<file path="src/ssg_pkg.sv">
// Shared types and fixed field widths for the Shamir share generator.
// No dependencies; imported by every module of the block.
package ssg_pkg;

    localparam int unsigned IN_W      = 7;
    localparam int unsigned DEG_W     = 3;
    localparam int unsigned CNT_W     = 4;
    localparam int unsigned VAL_W     = 7;
    localparam int unsigned CFG_IDX_W = 1;
    localparam int unsigned CFG_W     = 4;
    localparam int unsigned NUM_COEF_IN = 4;

    localparam logic [CFG_IDX_W-1:0] REG_POLY_DEGREE = 1'd0;
    localparam logic [CFG_IDX_W-1:0] REG_SHARE_COUNT = 1'd1;

    localparam logic [DEG_W-1:0] DEG_RESET = 3'd1;
    localparam logic [CNT_W-1:0] CNT_RESET = 4'd3;

    typedef struct packed {
        logic not_empty;
        logic full;
    } t_q_status;

endpackage

</file>
<file path="src/ssg_front.sv">
// Front end: configuration registers, input reduction mod the prime, degree masking.
// Depends on ssg_pkg; feeds ssg_queue.
module ssg_front
    import ssg_pkg::*;
#(
    parameter int unsigned PRIME_MODULUS = 97,
    parameter int unsigned MAX_DEGREE    = 4,
    parameter int unsigned MAX_SHARES    = 8,
    parameter int unsigned PW            = $clog2(PRIME_MODULUS)
) (
    input  logic                         i_clk,
    input  logic                         i_rst_n,
    input  logic                         i_cfg_wr_en,
    input  logic [CFG_IDX_W-1:0]         i_cfg_index,
    input  logic [CFG_W-1:0]             i_cfg_data,
    input  logic                         i_valid,
    input  logic                         i_full,
    input  logic [IN_W-1:0]              i_secret_value,
    input  logic [IN_W-1:0]              i_coef_one,
    input  logic [IN_W-1:0]              i_coef_two,
    input  logic [IN_W-1:0]              i_coef_three,
    input  logic [IN_W-1:0]              i_coef_four,
    output logic                         o_push,
    output logic [MAX_DEGREE:0][PW-1:0]  o_coef,
    output logic [CNT_W-1:0]             o_cnt
);

    localparam int unsigned IN_RANGE = 2 ** IN_W;

    logic [DEG_W-1:0] r_poly_degree;
    logic [CNT_W-1:0] r_share_count;
    logic [PW-1:0]    w_mod_lut [IN_RANGE];
    logic [IN_W-1:0]  w_raw [NUM_COEF_IN+1];
    logic [DEG_W-1:0] w_deg;

    for (genvar g = 0; g < IN_RANGE; g++) begin : g_lut
        localparam int unsigned Res = g % PRIME_MODULUS;
        assign w_mod_lut[g] = PW'(Res);
    end

    always_ff @(posedge i_clk) begin
        if (!i_rst_n) begin
            r_poly_degree <= DEG_RESET;
            r_share_count <= CNT_RESET;
        end else if (i_cfg_wr_en) begin
            unique case (i_cfg_index)
                REG_POLY_DEGREE: r_poly_degree <= i_cfg_data[DEG_W-1:0];
                REG_SHARE_COUNT: r_share_count <= i_cfg_data[CNT_W-1:0];
                default: ;
            endcase
        end
    end

    assign w_raw[0] = i_secret_value;
    assign w_raw[1] = i_coef_one;
    assign w_raw[2] = i_coef_two;
    assign w_raw[3] = i_coef_three;
    assign w_raw[4] = i_coef_four;

    always_comb begin
        w_deg = (r_poly_degree == '0) ? DEG_W'(1) : r_poly_degree;
        if (w_deg > DEG_W'(MAX_DEGREE)) begin
            w_deg = DEG_W'(MAX_DEGREE);
        end
    end

    always_comb begin
        o_cnt = (r_share_count == '0) ? CNT_W'(1) : r_share_count;
        if (o_cnt > CNT_W'(MAX_SHARES)) begin
            o_cnt = CNT_W'(MAX_SHARES);
        end
        if (32'(o_cnt) > PRIME_MODULUS - 1) begin
            o_cnt = CNT_W'(PRIME_MODULUS - 1);
        end
    end

    always_comb begin
        o_coef[0] = w_mod_lut[w_raw[0]];
        for (int j = 1; j <= MAX_DEGREE; j++) begin
            o_coef[j] = (DEG_W'(j) <= w_deg) ? w_mod_lut[w_raw[j]] : '0;
        end
    end

    assign o_push = i_valid && !i_full;

endmodule

</file>
<file path="src/ssg_queue.sv">
// Two-entry queue between the front end and the share pipeline.
// Depends on ssg_pkg for the status struct.
module ssg_queue
    import ssg_pkg::*;
#(
    parameter int unsigned IW = 40
) (
    input  logic          i_clk,
    input  logic          i_rst_n,
    input  logic          i_push,
    input  logic [IW-1:0] i_item,
    input  logic          i_pop,
    output t_q_status     o_status,
    output logic [IW-1:0] o_item
);

    logic [IW-1:0] r_mem [2];
    logic          r_wr_ptr;
    logic          r_rd_ptr;
    logic [1:0]    r_count;

    always_ff @(posedge i_clk) begin
        if (!i_rst_n) begin
            r_wr_ptr <= 1'b0;
            r_rd_ptr <= 1'b0;
            r_count  <= '0;
        end else begin
            if (i_push) begin
                r_wr_ptr <= !r_wr_ptr;
            end
            if (i_pop) begin
                r_rd_ptr <= !r_rd_ptr;
            end
            case ({i_push, i_pop})
                2'b10:   r_count <= r_count + 2'd1;
                2'b01:   r_count <= r_count - 2'd1;
                default: r_count <= r_count;
            endcase
        end
    end

    always_ff @(posedge i_clk) begin
        if (i_push) begin
            r_mem[r_wr_ptr] <= i_item;
        end
    end

    assign o_item             = r_mem[r_rd_ptr];
    assign o_status.not_empty = (r_count != '0);
    assign o_status.full      = (r_count == 2'd2);

endmodule

</file>
<file path="src/ssg_back.sv">
// Back end: share sequencer and pipelined Horner evaluation mod the prime.
// Depends on ssg_pkg; reads the head of ssg_queue.
module ssg_back
    import ssg_pkg::*;
#(
    parameter int unsigned PRIME_MODULUS = 97,
    parameter int unsigned MAX_DEGREE    = 4,
    parameter int unsigned MAX_SHARES    = 8,
    parameter int unsigned PW            = $clog2(PRIME_MODULUS)
) (
    input  logic                         i_clk,
    input  logic                         i_rst_n,
    input  logic                         i_head_valid,
    input  logic [MAX_DEGREE:0][PW-1:0]  i_head_coef,
    input  logic [CNT_W-1:0]             i_head_cnt,
    output logic                         o_pop,
    input  logic                         i_stall,
    output logic                         o_valid,
    output logic [CNT_W-1:0]             o_share_index,
    output logic [VAL_W-1:0]             o_share_value,
    output logic                         o_last_share
);

    localparam int unsigned VW = $clog2((MAX_SHARES + 1) * PRIME_MODULUS);
    localparam int unsigned NS = 2 * MAX_DEGREE + 1;

    logic                        r_vld  [NS];
    logic [VW-1:0]               r_val  [NS];
    logic [MAX_DEGREE:0][PW-1:0] r_coef [NS];
    logic [CNT_W-1:0]            r_x    [NS];
    logic                        r_last [NS];

    logic                        n_vld  [NS];
    logic [VW-1:0]               n_val  [NS];
    logic [MAX_DEGREE:0][PW-1:0] n_coef [NS];
    logic [CNT_W-1:0]            n_x    [NS];
    logic                        n_last [NS];

    logic [CNT_W-1:0] r_x_idx;
    logic             w_adv;
    logic             w_issue;
    logic             w_last;

    assign w_adv   = !r_vld[NS-1] || !i_stall;
    assign w_issue = i_head_valid && w_adv;
    assign w_last  = (r_x_idx == i_head_cnt);
    assign o_pop   = w_issue && w_last;

    always_ff @(posedge i_clk) begin
        if (!i_rst_n) begin
            r_x_idx <= CNT_W'(1);
        end else if (w_issue) begin
            r_x_idx <= w_last ? CNT_W'(1) : r_x_idx + CNT_W'(1);
        end
    end

    always_comb begin
        logic [VW-1:0] v_sub;
        n_vld[0]  = w_issue;
        n_val[0]  = VW'(i_head_coef[MAX_DEGREE]);
        n_coef[0] = i_head_coef;
        n_x[0]    = r_x_idx;
        n_last[0] = w_last;
        for (int k = 0; k < MAX_DEGREE; k++) begin
            n_vld[2*k+1]  = r_vld[2*k];
            n_coef[2*k+1] = r_coef[2*k];
            n_x[2*k+1]    = r_x[2*k];
            n_last[2*k+1] = r_last[2*k];
            n_val[2*k+1]  = VW'(VW'(r_val[2*k][PW-1:0]) * VW'(r_x[2*k])
                            + VW'(r_coef[2*k][MAX_DEGREE-1-k]));

            v_sub = '0;
            for (int m = 1; m <= MAX_SHARES; m++) begin
                if (r_val[2*k+1] >= VW'(m * PRIME_MODULUS)) begin
                    v_sub = VW'(m * PRIME_MODULUS);
                end
            end
            n_vld[2*k+2]  = r_vld[2*k+1];
            n_coef[2*k+2] = r_coef[2*k+1];
            n_x[2*k+2]    = r_x[2*k+1];
            n_last[2*k+2] = r_last[2*k+1];
            n_val[2*k+2]  = r_val[2*k+1] - v_sub;
        end
    end

    always_ff @(posedge i_clk) begin
        if (!i_rst_n) begin
            for (int s = 0; s < NS; s++) begin
                r_vld[s] <= 1'b0;
            end
        end else if (w_adv) begin
            for (int s = 0; s < NS; s++) begin
                r_vld[s] <= n_vld[s];
            end
        end
    end

    always_ff @(posedge i_clk) begin
        if (w_adv) begin
            for (int s = 0; s < NS; s++) begin
                r_val[s]  <= n_val[s];
                r_coef[s] <= n_coef[s];
                r_x[s]    <= n_x[s];
                r_last[s] <= n_last[s];
            end
        end
    end

    assign o_valid       = r_vld[NS-1];
    assign o_share_index = r_x[NS-1];
    assign o_share_value = VAL_W'(r_val[NS-1]);
    assign o_last_share  = r_last[NS-1];

endmodule

</file>
<file path="src/shamir_share_generator.sv">
// Shamir share generator top: front end, two-entry queue, Horner share pipeline.
// Depends on ssg_pkg, ssg_front, ssg_queue and ssg_back.
// Throughput: one share per cycle while an item is queued and i_stall does not hold a share at the output;
// an item gives share_count shares (at most 8), issued through the single issue port of the share sequencer.
// Reset: synchronous active low; poly_degree returns to 1, share_count to 3, pipeline empties.
module shamir_share_generator
    import ssg_pkg::*;
#(
    parameter int unsigned PRIME_MODULUS = 97,
    parameter int unsigned MAX_DEGREE    = 4,
    parameter int unsigned MAX_SHARES    = 8
) (
    input  logic                 i_clk,
    input  logic                 i_rst_n,
    input  logic                 i_cfg_wr_en,
    input  logic [CFG_IDX_W-1:0] i_cfg_index,
    input  logic [CFG_W-1:0]     i_cfg_data,
    input  logic                 i_valid,
    output logic                 o_stall,
    input  logic [IN_W-1:0]      i_secret_value,
    input  logic [IN_W-1:0]      i_coef_one,
    input  logic [IN_W-1:0]      i_coef_two,
    input  logic [IN_W-1:0]      i_coef_three,
    input  logic [IN_W-1:0]      i_coef_four,
    output logic                 o_valid,
    input  logic                 i_stall,
    output logic [CNT_W-1:0]     o_share_index,
    output logic [VAL_W-1:0]     o_share_value,
    output logic                 o_last_share
);

    localparam int unsigned PW = $clog2(PRIME_MODULUS);
    localparam int unsigned IW = (MAX_DEGREE + 1) * PW + CNT_W;

    logic                        w_push;
    logic                        w_pop;
    logic [MAX_DEGREE:0][PW-1:0] w_front_coef;
    logic [CNT_W-1:0]            w_front_cnt;
    logic [MAX_DEGREE:0][PW-1:0] w_head_coef;
    logic [CNT_W-1:0]            w_head_cnt;
    logic [IW-1:0]               w_q_in;
    logic [IW-1:0]               w_q_out;
    t_q_status                   w_q_status;

    ssg_front #(
        .PRIME_MODULUS (PRIME_MODULUS),
        .MAX_DEGREE    (MAX_DEGREE),
        .MAX_SHARES    (MAX_SHARES),
        .PW            (PW)
    ) u_front (
        .i_clk          (i_clk),
        .i_rst_n        (i_rst_n),
        .i_cfg_wr_en    (i_cfg_wr_en),
        .i_cfg_index    (i_cfg_index),
        .i_cfg_data     (i_cfg_data),
        .i_valid        (i_valid),
        .i_full         (w_q_status.full),
        .i_secret_value (i_secret_value),
        .i_coef_one     (i_coef_one),
        .i_coef_two     (i_coef_two),
        .i_coef_three   (i_coef_three),
        .i_coef_four    (i_coef_four),
        .o_push         (w_push),
        .o_coef         (w_front_coef),
        .o_cnt          (w_front_cnt)
    );

    assign w_q_in = {w_front_coef, w_front_cnt};

    ssg_queue #(
        .IW (IW)
    ) u_queue (
        .i_clk    (i_clk),
        .i_rst_n  (i_rst_n),
        .i_push   (w_push),
        .i_item   (w_q_in),
        .i_pop    (w_pop),
        .o_status (w_q_status),
        .o_item   (w_q_out)
    );

    assign w_head_coef = w_q_out[IW-1:CNT_W];
    assign w_head_cnt  = w_q_out[CNT_W-1:0];

    ssg_back #(
        .PRIME_MODULUS (PRIME_MODULUS),
        .MAX_DEGREE    (MAX_DEGREE),
        .MAX_SHARES    (MAX_SHARES),
        .PW            (PW)
    ) u_back (
        .i_clk         (i_clk),
        .i_rst_n       (i_rst_n),
        .i_head_valid  (w_q_status.not_empty),
        .i_head_coef   (w_head_coef),
        .i_head_cnt    (w_head_cnt),
        .o_pop         (w_pop),
        .i_stall       (i_stall),
        .o_valid       (o_valid),
        .o_share_index (o_share_index),
        .o_share_value (o_share_value),
        .o_last_share  (o_last_share)
    );

    assign o_stall = w_q_status.full;

endmodule
</file>
<file path="config.mk">
export PLATFORM = sky130hd
export DESIGN_NAME = shamir_share_generator
export DESIGN_NICKNAME = d
export VERILOG_FILES = /design/src/ssg_pkg.sv /design/src/ssg_front.sv /design/src/ssg_queue.sv /design/src/ssg_back.sv /design/src/shamir_share_generator.sv
export SDC_FILE = /design/constraint.sdc
export NUM_CORES = 1
export LEC_CHECK = 0
export ABC_CLOCK_PERIOD_IN_PS = 24900
export BUFFER_PORTS_ARGS = -buffer_cell sky130_fd_sc_hd__buf_2
export CAP_MARGIN = 40
export CORE_ASPECT_RATIO = 1.5
export CORE_MARGIN = 2
export CORE_UTILIZATION = 38
export CTS_CLUSTER_DIAMETER = 50
export DETAILED_ROUTE_END_ITERATION = 12
export SLEW_MARGIN = 20
export SYNTH_ARGS = -nofsm -noshare
export SYNTH_HDL_FRONTEND = slang
export SYNTH_SLANG_ARGS = --single-unit
export TNS_END_PERCENT = 1
</file>
<file path="constraint.sdc">
create_clock -name i_clk -period 24.9 [get_ports i_clk]
set_clock_uncertainty 0.2 [all_clocks]
set_input_delay 4.98 -clock i_clk [delete_from_list [all_inputs] [get_ports i_clk]]
set_output_delay 4.98 -clock i_clk [all_outputs]
set_load 0.1 [all_outputs]
</file>
==> results of run 1 <==
## Yosys cell counts, types with 3 or more instances
master / n / share of area
a21o_1: 16 / 0.0069
ha_1: 116 / 0.083
nor4_1: 3 / 0.0011
and3_1: 13 / 0.0047
nor2b_1: 13 / 0.0047
a2111o_1: 3 / 0.0019
a2111oi_0: 6 / 0.0030
a21boi_0: 11 / 0.0047
o21a_1: 10 / 0.0043
nand3_1: 24 / 0.0069
mux2_2: 36 / 0.023
a21oi_1: 55 / 0.016
a41oi_1: 4 / 0.0020
fa_1: 64 / 0.073
a31oi_1: 7 / 0.0025
clkbuf_1: 20 / 0.0043
mux2i_1: 9 / 0.0052
dfxtp_1: 16 / 0.018
nand4_1: 9 / 0.0032
o21ai_0: 49 / 0.014
a32oi_1: 3 / 0.0015
nand2_1: 122 / 0.026
nor2_1: 75 / 0.016
o31ai_1: 3 / 0.0013
nand2b_1: 3 / 0.0011
inv_1: 129 / 0.028
nor3_1: 25 / 0.0072
a211oi_1: 12 / 0.0052
xor2_1: 21 / 0.011
o41ai_1: 5 / 0.0025
xnor2_1: 47 / 0.024
edfxtp_1: 319 / 0.55
o211ai_1: 11 / 0.0047
o22ai_1: 4 / 0.0014
o311ai_0: 5 / 0.0025
buf_1: 3 / 0.00064
or3_1: 10 / 0.0036
and2_1: 56 / 0.020
## registers in the layout (all words and copies together) (netlist names), named ones only
name,flops
u_back.r_coef,119
u_queue.r_rd_ptr,1
u_queue.r_count,2
u_back.r_x_idx,4
u_queue.r_wr_ptr,1
u_back.r_val,68
u_front.r_share_count,4
u_back.r_last,9
u_back.r_x,36
u_back.r_vld,9
u_queue.r_mem,78
u_front.r_poly_degree,3
## power groups by stage
| stage | combinational, mW | sequential, mW | clock (mW) |
|---|---|---|---|
| 2_1_floorplan | 0.782 | 1.00 | 0 |
| 3_3_place_gp | 0.999 | 0.995 | 0 |
| 3_5_place_dp | 1.02 | 0.998 | 0 |
| 4_1_cts | 1.03 | 0.988 | 0.544 |
| 5_1_grt | 1.17 | 1.01 | 0.564 |
| 6_report | 1.02 | 0.988 | 0.527 |
## kinds of logic (layout without fill, tap and decap cells)
family / count (synthesis) / after routing / share of synthesized area
and+or+nand+nor: 359 / 359 / 0.09773
muxes: 45 / 45 / 0.02837
AOI/OAI and AO/OA: 219 / 219 / 0.08254
DFF: 335 / 335 / 0.5669
adders and majority gates: 180 / 180 / 0.1565
buffers and inverters: 155 / 261 / 0.03389
xor gates and xnor gates: 68 / 68 / 0.03410
## path summary, 6_finish.rpt
| kind | endpoint | from | cells past startpoint | slack, ns |
|---|---|---|---|---|
| worst max-delay path | o_stall | u_queue.r_count[0] | 3 | 18.14 |
| worst min-delay path | u_back.r_coef[0][106] | u_back.r_coef[0][71] | 0 | 0.21 |
| worst max register to register | u_back.r_val[0][26] | u_back.r_val[0][12] | 13 | 20.84 |
| worst min register to register | u_back.r_coef[0][106] | u_back.r_coef[0][71] | 0 | 0.21 |
## stage by stage
stage	area, um2	hold slack (ns)	setup WS [ns]	total power, mW
after floorplan	17460	0.2003	12.44	1.781
after global placement	18430	0.2005	17.34	1.994
after detailed placement	18550	0.2045	17.77	2.023
after CTS	19740	0.2061	18.12	2.565
after global routing	19740	0.2167	18.08	2.744
final	19740	0.2111	18.14	2.532
## critical path: cells and delay by family (launching register included)
family	cells	cell delay, ns
DFF	1	0.36
and+or+nand+nor	1	0.20
buffers and inverters	2	0.48
## area by class of cell
cell class | count | share of cell area
clock inverter | 21 | 0.01109
tap | 588 | 0.03726
clock buffer | 43 | 0.04912
multi-input combinational | 871 | 0.3540
timing repair buffer | 68 | 0.02262
inverter | 129 | 0.02453
sequential | 335 | 0.5014
## placed cells by master (no fill, tap or decap), types with 25 or more instances in the layout
cell type | Yosys | routed
nor3_1 | 25 | 25
mux2_2 | 36 | 36
a21oi_1 | 55 | 55
clkbuf_16 | 0 | 38
nor2_1 | 75 | 74
edfxtp_1 | 319 | 319
xnor2_1 | 47 | 47
fa_1 | 64 | 64
and2_1 | 56 | 56
o21ai_0 | 49 | 49
inv_1 | 129 | 129
ha_1 | 116 | 116
nand2_1 | 122 | 121
buf_2 | 2 | 58
## metal layers
layer,share of wire,track usage,up-vias
met5,0,0,-
met3,0.030,0.01980,45
met2,0.55,0.2397,152
met4,0.026,0.04439,0
met1,0.39,0.1346,4984
li1,-,-,5050
==> summary.txt, run 1 <==
Run status
  – Outcome: completed

Power
  – Sw frac: 0.3663
  – NetSw: 927.4 uW
  – VDD IR max: 56.71 uV
  – Power Density: 128.2 mW/mm2
  – Seq pwr share: 0.390
  – Lkg Pwr: 7.991 nW
  – Internal power: 1.604 mW
  – Clock share of power: 0.208
  – Combinational power share: 0.402

Place
  – Buffers on Ports: 58
  – DP Cell Count: 1,991
  – GPL Wtd Cong: 0.8228
  – Post-DP HPWL: 20,930 um

GRT
  – Largest net degree at the start of global routing: 63
  – GR Overflow Total: 0
  – Initial antenna violation count: 0
  – First-pass GRT wire length: 49,070 um
  – GR Util All Layers: 0.1245
  – Vias in the first global route: 10,719

Clock network
  – Clock sinks: 335
  – Total CTS buffers: 37
  – Worst skew pair latency: 0.54 ns
  – Clock slew at reported path FFs: 0.06 ns
  – Clock root cell: clkbuf_16
  – CTS max path bufs: 3
  – Post CTS Setup Buffer Count: 0
  – CTS resizes: 0
  – CTS tree: yes
  – Htree depth: 2
  – CTS Hold Bufs: 0

Timing
  – Setup_tns: 0 ns
  – Crit share post-route: 0.2713
  – RSZ-0062 raised after global routing: false
  – Worst-Margin Slew: 0.6556 ns
  – Slew headroom: 0.5516
  – Setup violators final: 0
  – Max Slew Vio Count: 0
  – Hold Vio Cnt, Final: 0
  – Minimum clock period: 6.756 ns
  – Highest Clock Rate: 0.1480 GHz

Yosys
  – Ys async rst share: 0
  – Syn nets: 1,586
  – EDFF count, synth: 319
  – Mapped Area: 0.01746 mm2
  – Syn Inst Count: 1,361
  – Sequential share of the synthesized area: 0.5669
  – Ys Warns: 0
  – Syn avg cell area: 12.83 um2
  – Seq cells post-synth: 335
  – Ys flop type: edfxtp_1
  – Synth unique cells: 57

Cells and area
  – Fin nets: 1,667
  – Reg area: 0.009899 mm2
  – Non-filler cells, final: 2,055
  – Final Util: 0.4337
  – Multi-input logic area: 0.006988 mm2
  – Syn-to-layout area delta: 13.05%
  – Number of antenna diodes: 0
  – # fillers: 4,038
  – Fraction of layout cells with a size suffix above 1: 0.1111

Worst setup path
  – Worst EP required: 19.72 ns
  – Crit Path Category: flop to output port
  – Maximum fanout along the worst path: 5
  – CP Launch Type: flop
  – CP max stage cell: buf_2
  – Ordered cell list for the critical path: nand2b_1, inv_1, buf_2
  – Crit-path max cell delay: 0.42 ns
  – CP Capture Type: output port
  – Crit path DAT: 1.58 ns

Hold path
  – Min-delay worst type: flop to flop

Floorplanning
  – Die Span Y: 266.6 um
  – Die width: 179.0 um
  – Core area: 0.04552 mm2
  – Die Area: 0.04772 mm2
  – Rows: 96
  – IO Pins: 59
  – Initial core utilization: 0.3836

Drt
  – Avg Vias per Cell: 4.979
  – Detailed Route Iter0 Violations: 404
  – Routed wire length: 28,870 um
  – Total iterations of the first detailed-routing run: 4
  – WL per Instance: 14.05 um
  – DR vias: 10,231
  – Post-route ant nets: 0
  – DRC: 0

Flow run
  – Max-cap violations: 0
(Power assumes the default switching activity.)
==> inputs of run 2 (changes only) <==
--- a/config.mk
+++ b/config.mk
@@ -5,7 +5,7 @@
 export SDC_FILE = /design/constraint.sdc
 export NUM_CORES = 1
 export LEC_CHECK = 0
-export ABC_CLOCK_PERIOD_IN_PS = 24900
+export ABC_CLOCK_PERIOD_IN_PS = 5870
 export BUFFER_PORTS_ARGS = -buffer_cell sky130_fd_sc_hd__buf_2
 export CAP_MARGIN = 40
 export CORE_ASPECT_RATIO = 1.5
==> constraint.sdc (replaced) <==
create_clock -name i_clk -period 5.87 [get_ports i_clk]
set_clock_uncertainty 0.2 [all_clocks]
set_input_delay 1.174 -clock i_clk [delete_from_list [all_inputs] [get_ports i_clk]]
set_output_delay 1.174 -clock i_clk [all_outputs]
set_load 0.1 [all_outputs]
==> summary.txt, run 2 (synthesis gave the netlist of run 1 again) <==
Clock network
  – Total CTS buffers: 36 (-2.7%)
  – Clock slew at reported path FFs: 0.06 ns (about the same)
  – CTS max path bufs: 3 (unchanged)
  – Clock sinks: 335 (unchanged)
  – CTS Hold Bufs: 0 (unchanged)
  – Clock root cell: clkbuf_16
  – Post CTS Setup Buffer Count: 0 (unchanged)
  – Htree depth: 2 (unchanged)
  – Worst skew pair latency: 0.52 ns (-0.02 ns)
  – CTS resizes: 0 (unchanged)
  – CTS tree: yes

GRT
  – Largest net degree at the start of global routing: 168 (+170%)
  – GR Overflow Total: 0 (unchanged)
  – First-pass GRT wire length: 50,070 um (+2.1%)
  – GR Util All Layers: 0.1284 (+0.003920)
  – Initial antenna violation count: 0 (unchanged)
  – Vias in the first global route: 10,733 (+0.13%)

Cells and area
  – Syn-to-layout area delta: 12.32%
  – Fin nets: 1,661 (-0.36%)
  – Max reg flops: 119 (unchanged)
  – Design area: 0.01962 mm2 (-0.65%)
  – Largest reg by FF count: u_back.r_coef
  – Most common cell after layout, fill and taps aside: edfxtp_1
  – Fraction of layout cells with a size suffix above 1: 0.1100 (-0.001063)
  – Most frequent cells in the layout: edfxtp_1 (319), inv_1 (129), nand2_1 (121)
  – Number of antenna diodes: 0 (unchanged)
  – Biggest regs: u_back.r_coef x119, u_queue.r_mem x78, u_back.r_val x68
  – Final Util: 0.4309 (-0.002804)

Place
  – Buffers on Ports: 58 (unchanged)
  – Post-DP Area: 0.01847 mm2 (-0.44%)
  – GPL Wtd Cong: 0.8161 (-0.81%)
  – Post-DP HPWL: 20,750 um (-0.87%)

Timing
  – Worst-Margin Slew: 0.9352 ns (+0.2796 ns)
  – Max Slew Vio Count: 0 (unchanged)
  – Minimum clock period: 3.969 ns
  – RSZ-0062 raised after global routing: false
  – Highest Clock Rate: 0.2520 GHz
  – Crit share post-route: 0.6761
  – Slew headroom: 0.3765 (-0.1751)
  – Setup_tns: 0 ns (unchanged)
  – Setup violators final: 0 (unchanged)
  – Hold Vio Cnt, Final: 0 (unchanged)

Power
  – VDD IR max: 224.9 uV (+300%)
  – Lkg Pwr: 7.938 nW (-0.66%)
  – Power Density: 543.9 mW/mm2 (+320%)

Run status
  – Outcome: completed

Worst setup path
  – R2R Path End: u_back.r_val[1][39]
  – Flop2flop setup slack: 1.90 ns (-18.94 ns)
  – Maximum fanout along the worst path: 8 (+3)
  – R2R cell count: 12 (-1)
  – CP Capture Type: flop
  – Reg2reg start: u_back.r_x[0][27]
  – Crit Path Category: flop to flop
  – Crit path DAT: 4.04 ns (+2.46 ns)
  – Worst EP required: 5.94 ns (-13.78 ns)
  – CP Launch Type: flop

Hold path
  – Worst Hold Path EP: u_back.r_coef[0][152]
  – Min-delay worst type: flop to flop
  – Worst Hold Path Cells: 0 (unchanged)
  – Min-Delay Startpoint: u_back.r_coef[0][117]

Floorplanning
  – Die width: 179.0 um (unchanged)
  – Initial core utilization: 0.3836 (unchanged)
  – IO Pins: 59 (unchanged)
  – Core area: 0.04552 mm2 (unchanged)
  – Die Span Y: 266.6 um (unchanged)
  – Die Area: 0.04772 mm2 (unchanged)
  – Rows: 96 (unchanged)

Drt
  – DRC: 0 (unchanged)
  – Total iterations of the first detailed-routing run: 5 (+1)
  – Avg Vias per Cell: 4.990 (+0.23%)
  – DR vias: 10,235 (+0.039%)
  – Post-route ant nets: 0 (unchanged)
  – WL per Instance: 14.19 um (+1.0%)
  – Routed wire length: 29,110 um (+0.83%)
  – Detailed Route Iter0 Violations: 437 (+8.2%)

Flow run
  – Max-cap violations: 0 (unchanged)
==> run 2: cell types whose count changed in the layout (fill, tap and decap cells not counted), moves of 2 or more <==
cell	previous run	this run
buf_4	4	2
inv_8	3	0
clkinv_2	1	7
buf_16	3	0
==> run 2: worst max-delay path by stage <==
| stage | startpoint | slack (ns) | cells after the start | to |
|---|---|---|---|---|
| 6_report | u_back.r_x[0][27] | 1.90 | 12 | u_back.r_val[1][39] |
| 5_1_grt | u_back.r_x[0][19] | 1.65 | 11 | u_back.r_val[1][19] |
| 4_1_cts | u_back.r_x[0][27] | 1.86 | 12 | u_back.r_val[1][39] |
| 3_5_place_dp | u_back.r_x[0][27] | 1.87 | 12 | u_back.r_val[1][39] |
| 3_3_place_gp | u_back.r_x[0][27] | 1.91 | 12 | u_back.r_val[1][39] |
| 2_1_floorplan | i_stall | 0.85 | 3 | u_back.r_vld[0][1] |
==> run 2: routing by layer <==
| metal | vias up | wire length (um) | global-route usage |
|---|---|---|---|
| li1 | 5046 | - | - |
| met1 | 4951 | 11530 | 0.1415 |
| met2 | 183 | 15710 | 0.2427 |
| met3 | 55 | 1102 | 0.02208 |
| met4 | 0 | 768 | 0.04658 |
| met5 | - | 0 | 0 |
==> run 2: power breakdown <==
| part | leakage (nW) | internal (mW) | total [mW] | switching, mW |
|---|---|---|---|---|
| Clock | 0.560 | 1.25 | 2.16 | 0.911 |
| Sequential | 3.52 | 3.63 | 4.18 | 0.553 |
| Combinational | 3.86 | 1.89 | 4.33 | 2.44 |
| Total | 7.94 | 6.77 | 10.7 | 3.90 |
==> run 2: critical path, stage by stage (launching register included) <==
cell and delay (ns):
edfxtp_1 0.48, and2_1 0.20, fa_1 0.50, fa_1 0.54, inv_1 0.05, fa_1 0.50
inv_1 0.04, ha_1 0.35, a21o_1 0.19, a211oi_1 0.33, o21ai_0 0.14, o21ai_0 0.10
xnor2_1 0.09
==> run 2: final cells by class <==
class	instances	area, um2
timing repair buffer	63	365.4
clock inverter	21	158.9
clock buffer	44	983.4
tap	588	735.7
fill	4151	25910
multi-input combinational	871	6988
inverter	129	484.2
sequential	335	9899
==> run 2: metrics by stage <==
| stage | worst slack [ns] | hold WS [ns] | instances | total power, mW |
|---|---|---|---|---|
| 3_3_place_gp | 1.914 | 0.2015 | 1984 | 8.468 |
| 2_1_floorplan | 0.8492 | 0.2003 | 1361 | 7.555 |
| 6_report | 1.901 | 0.2143 | 2051 | 10.67 |
| 5_1_grt | 1.646 | 0.2163 | 2051 | 11.56 |
| 3_5_place_dp | 1.871 | 0.2045 | 1986 | 8.583 |
| 4_1_cts | 1.864 | 0.2115 | 2051 | 10.83 |
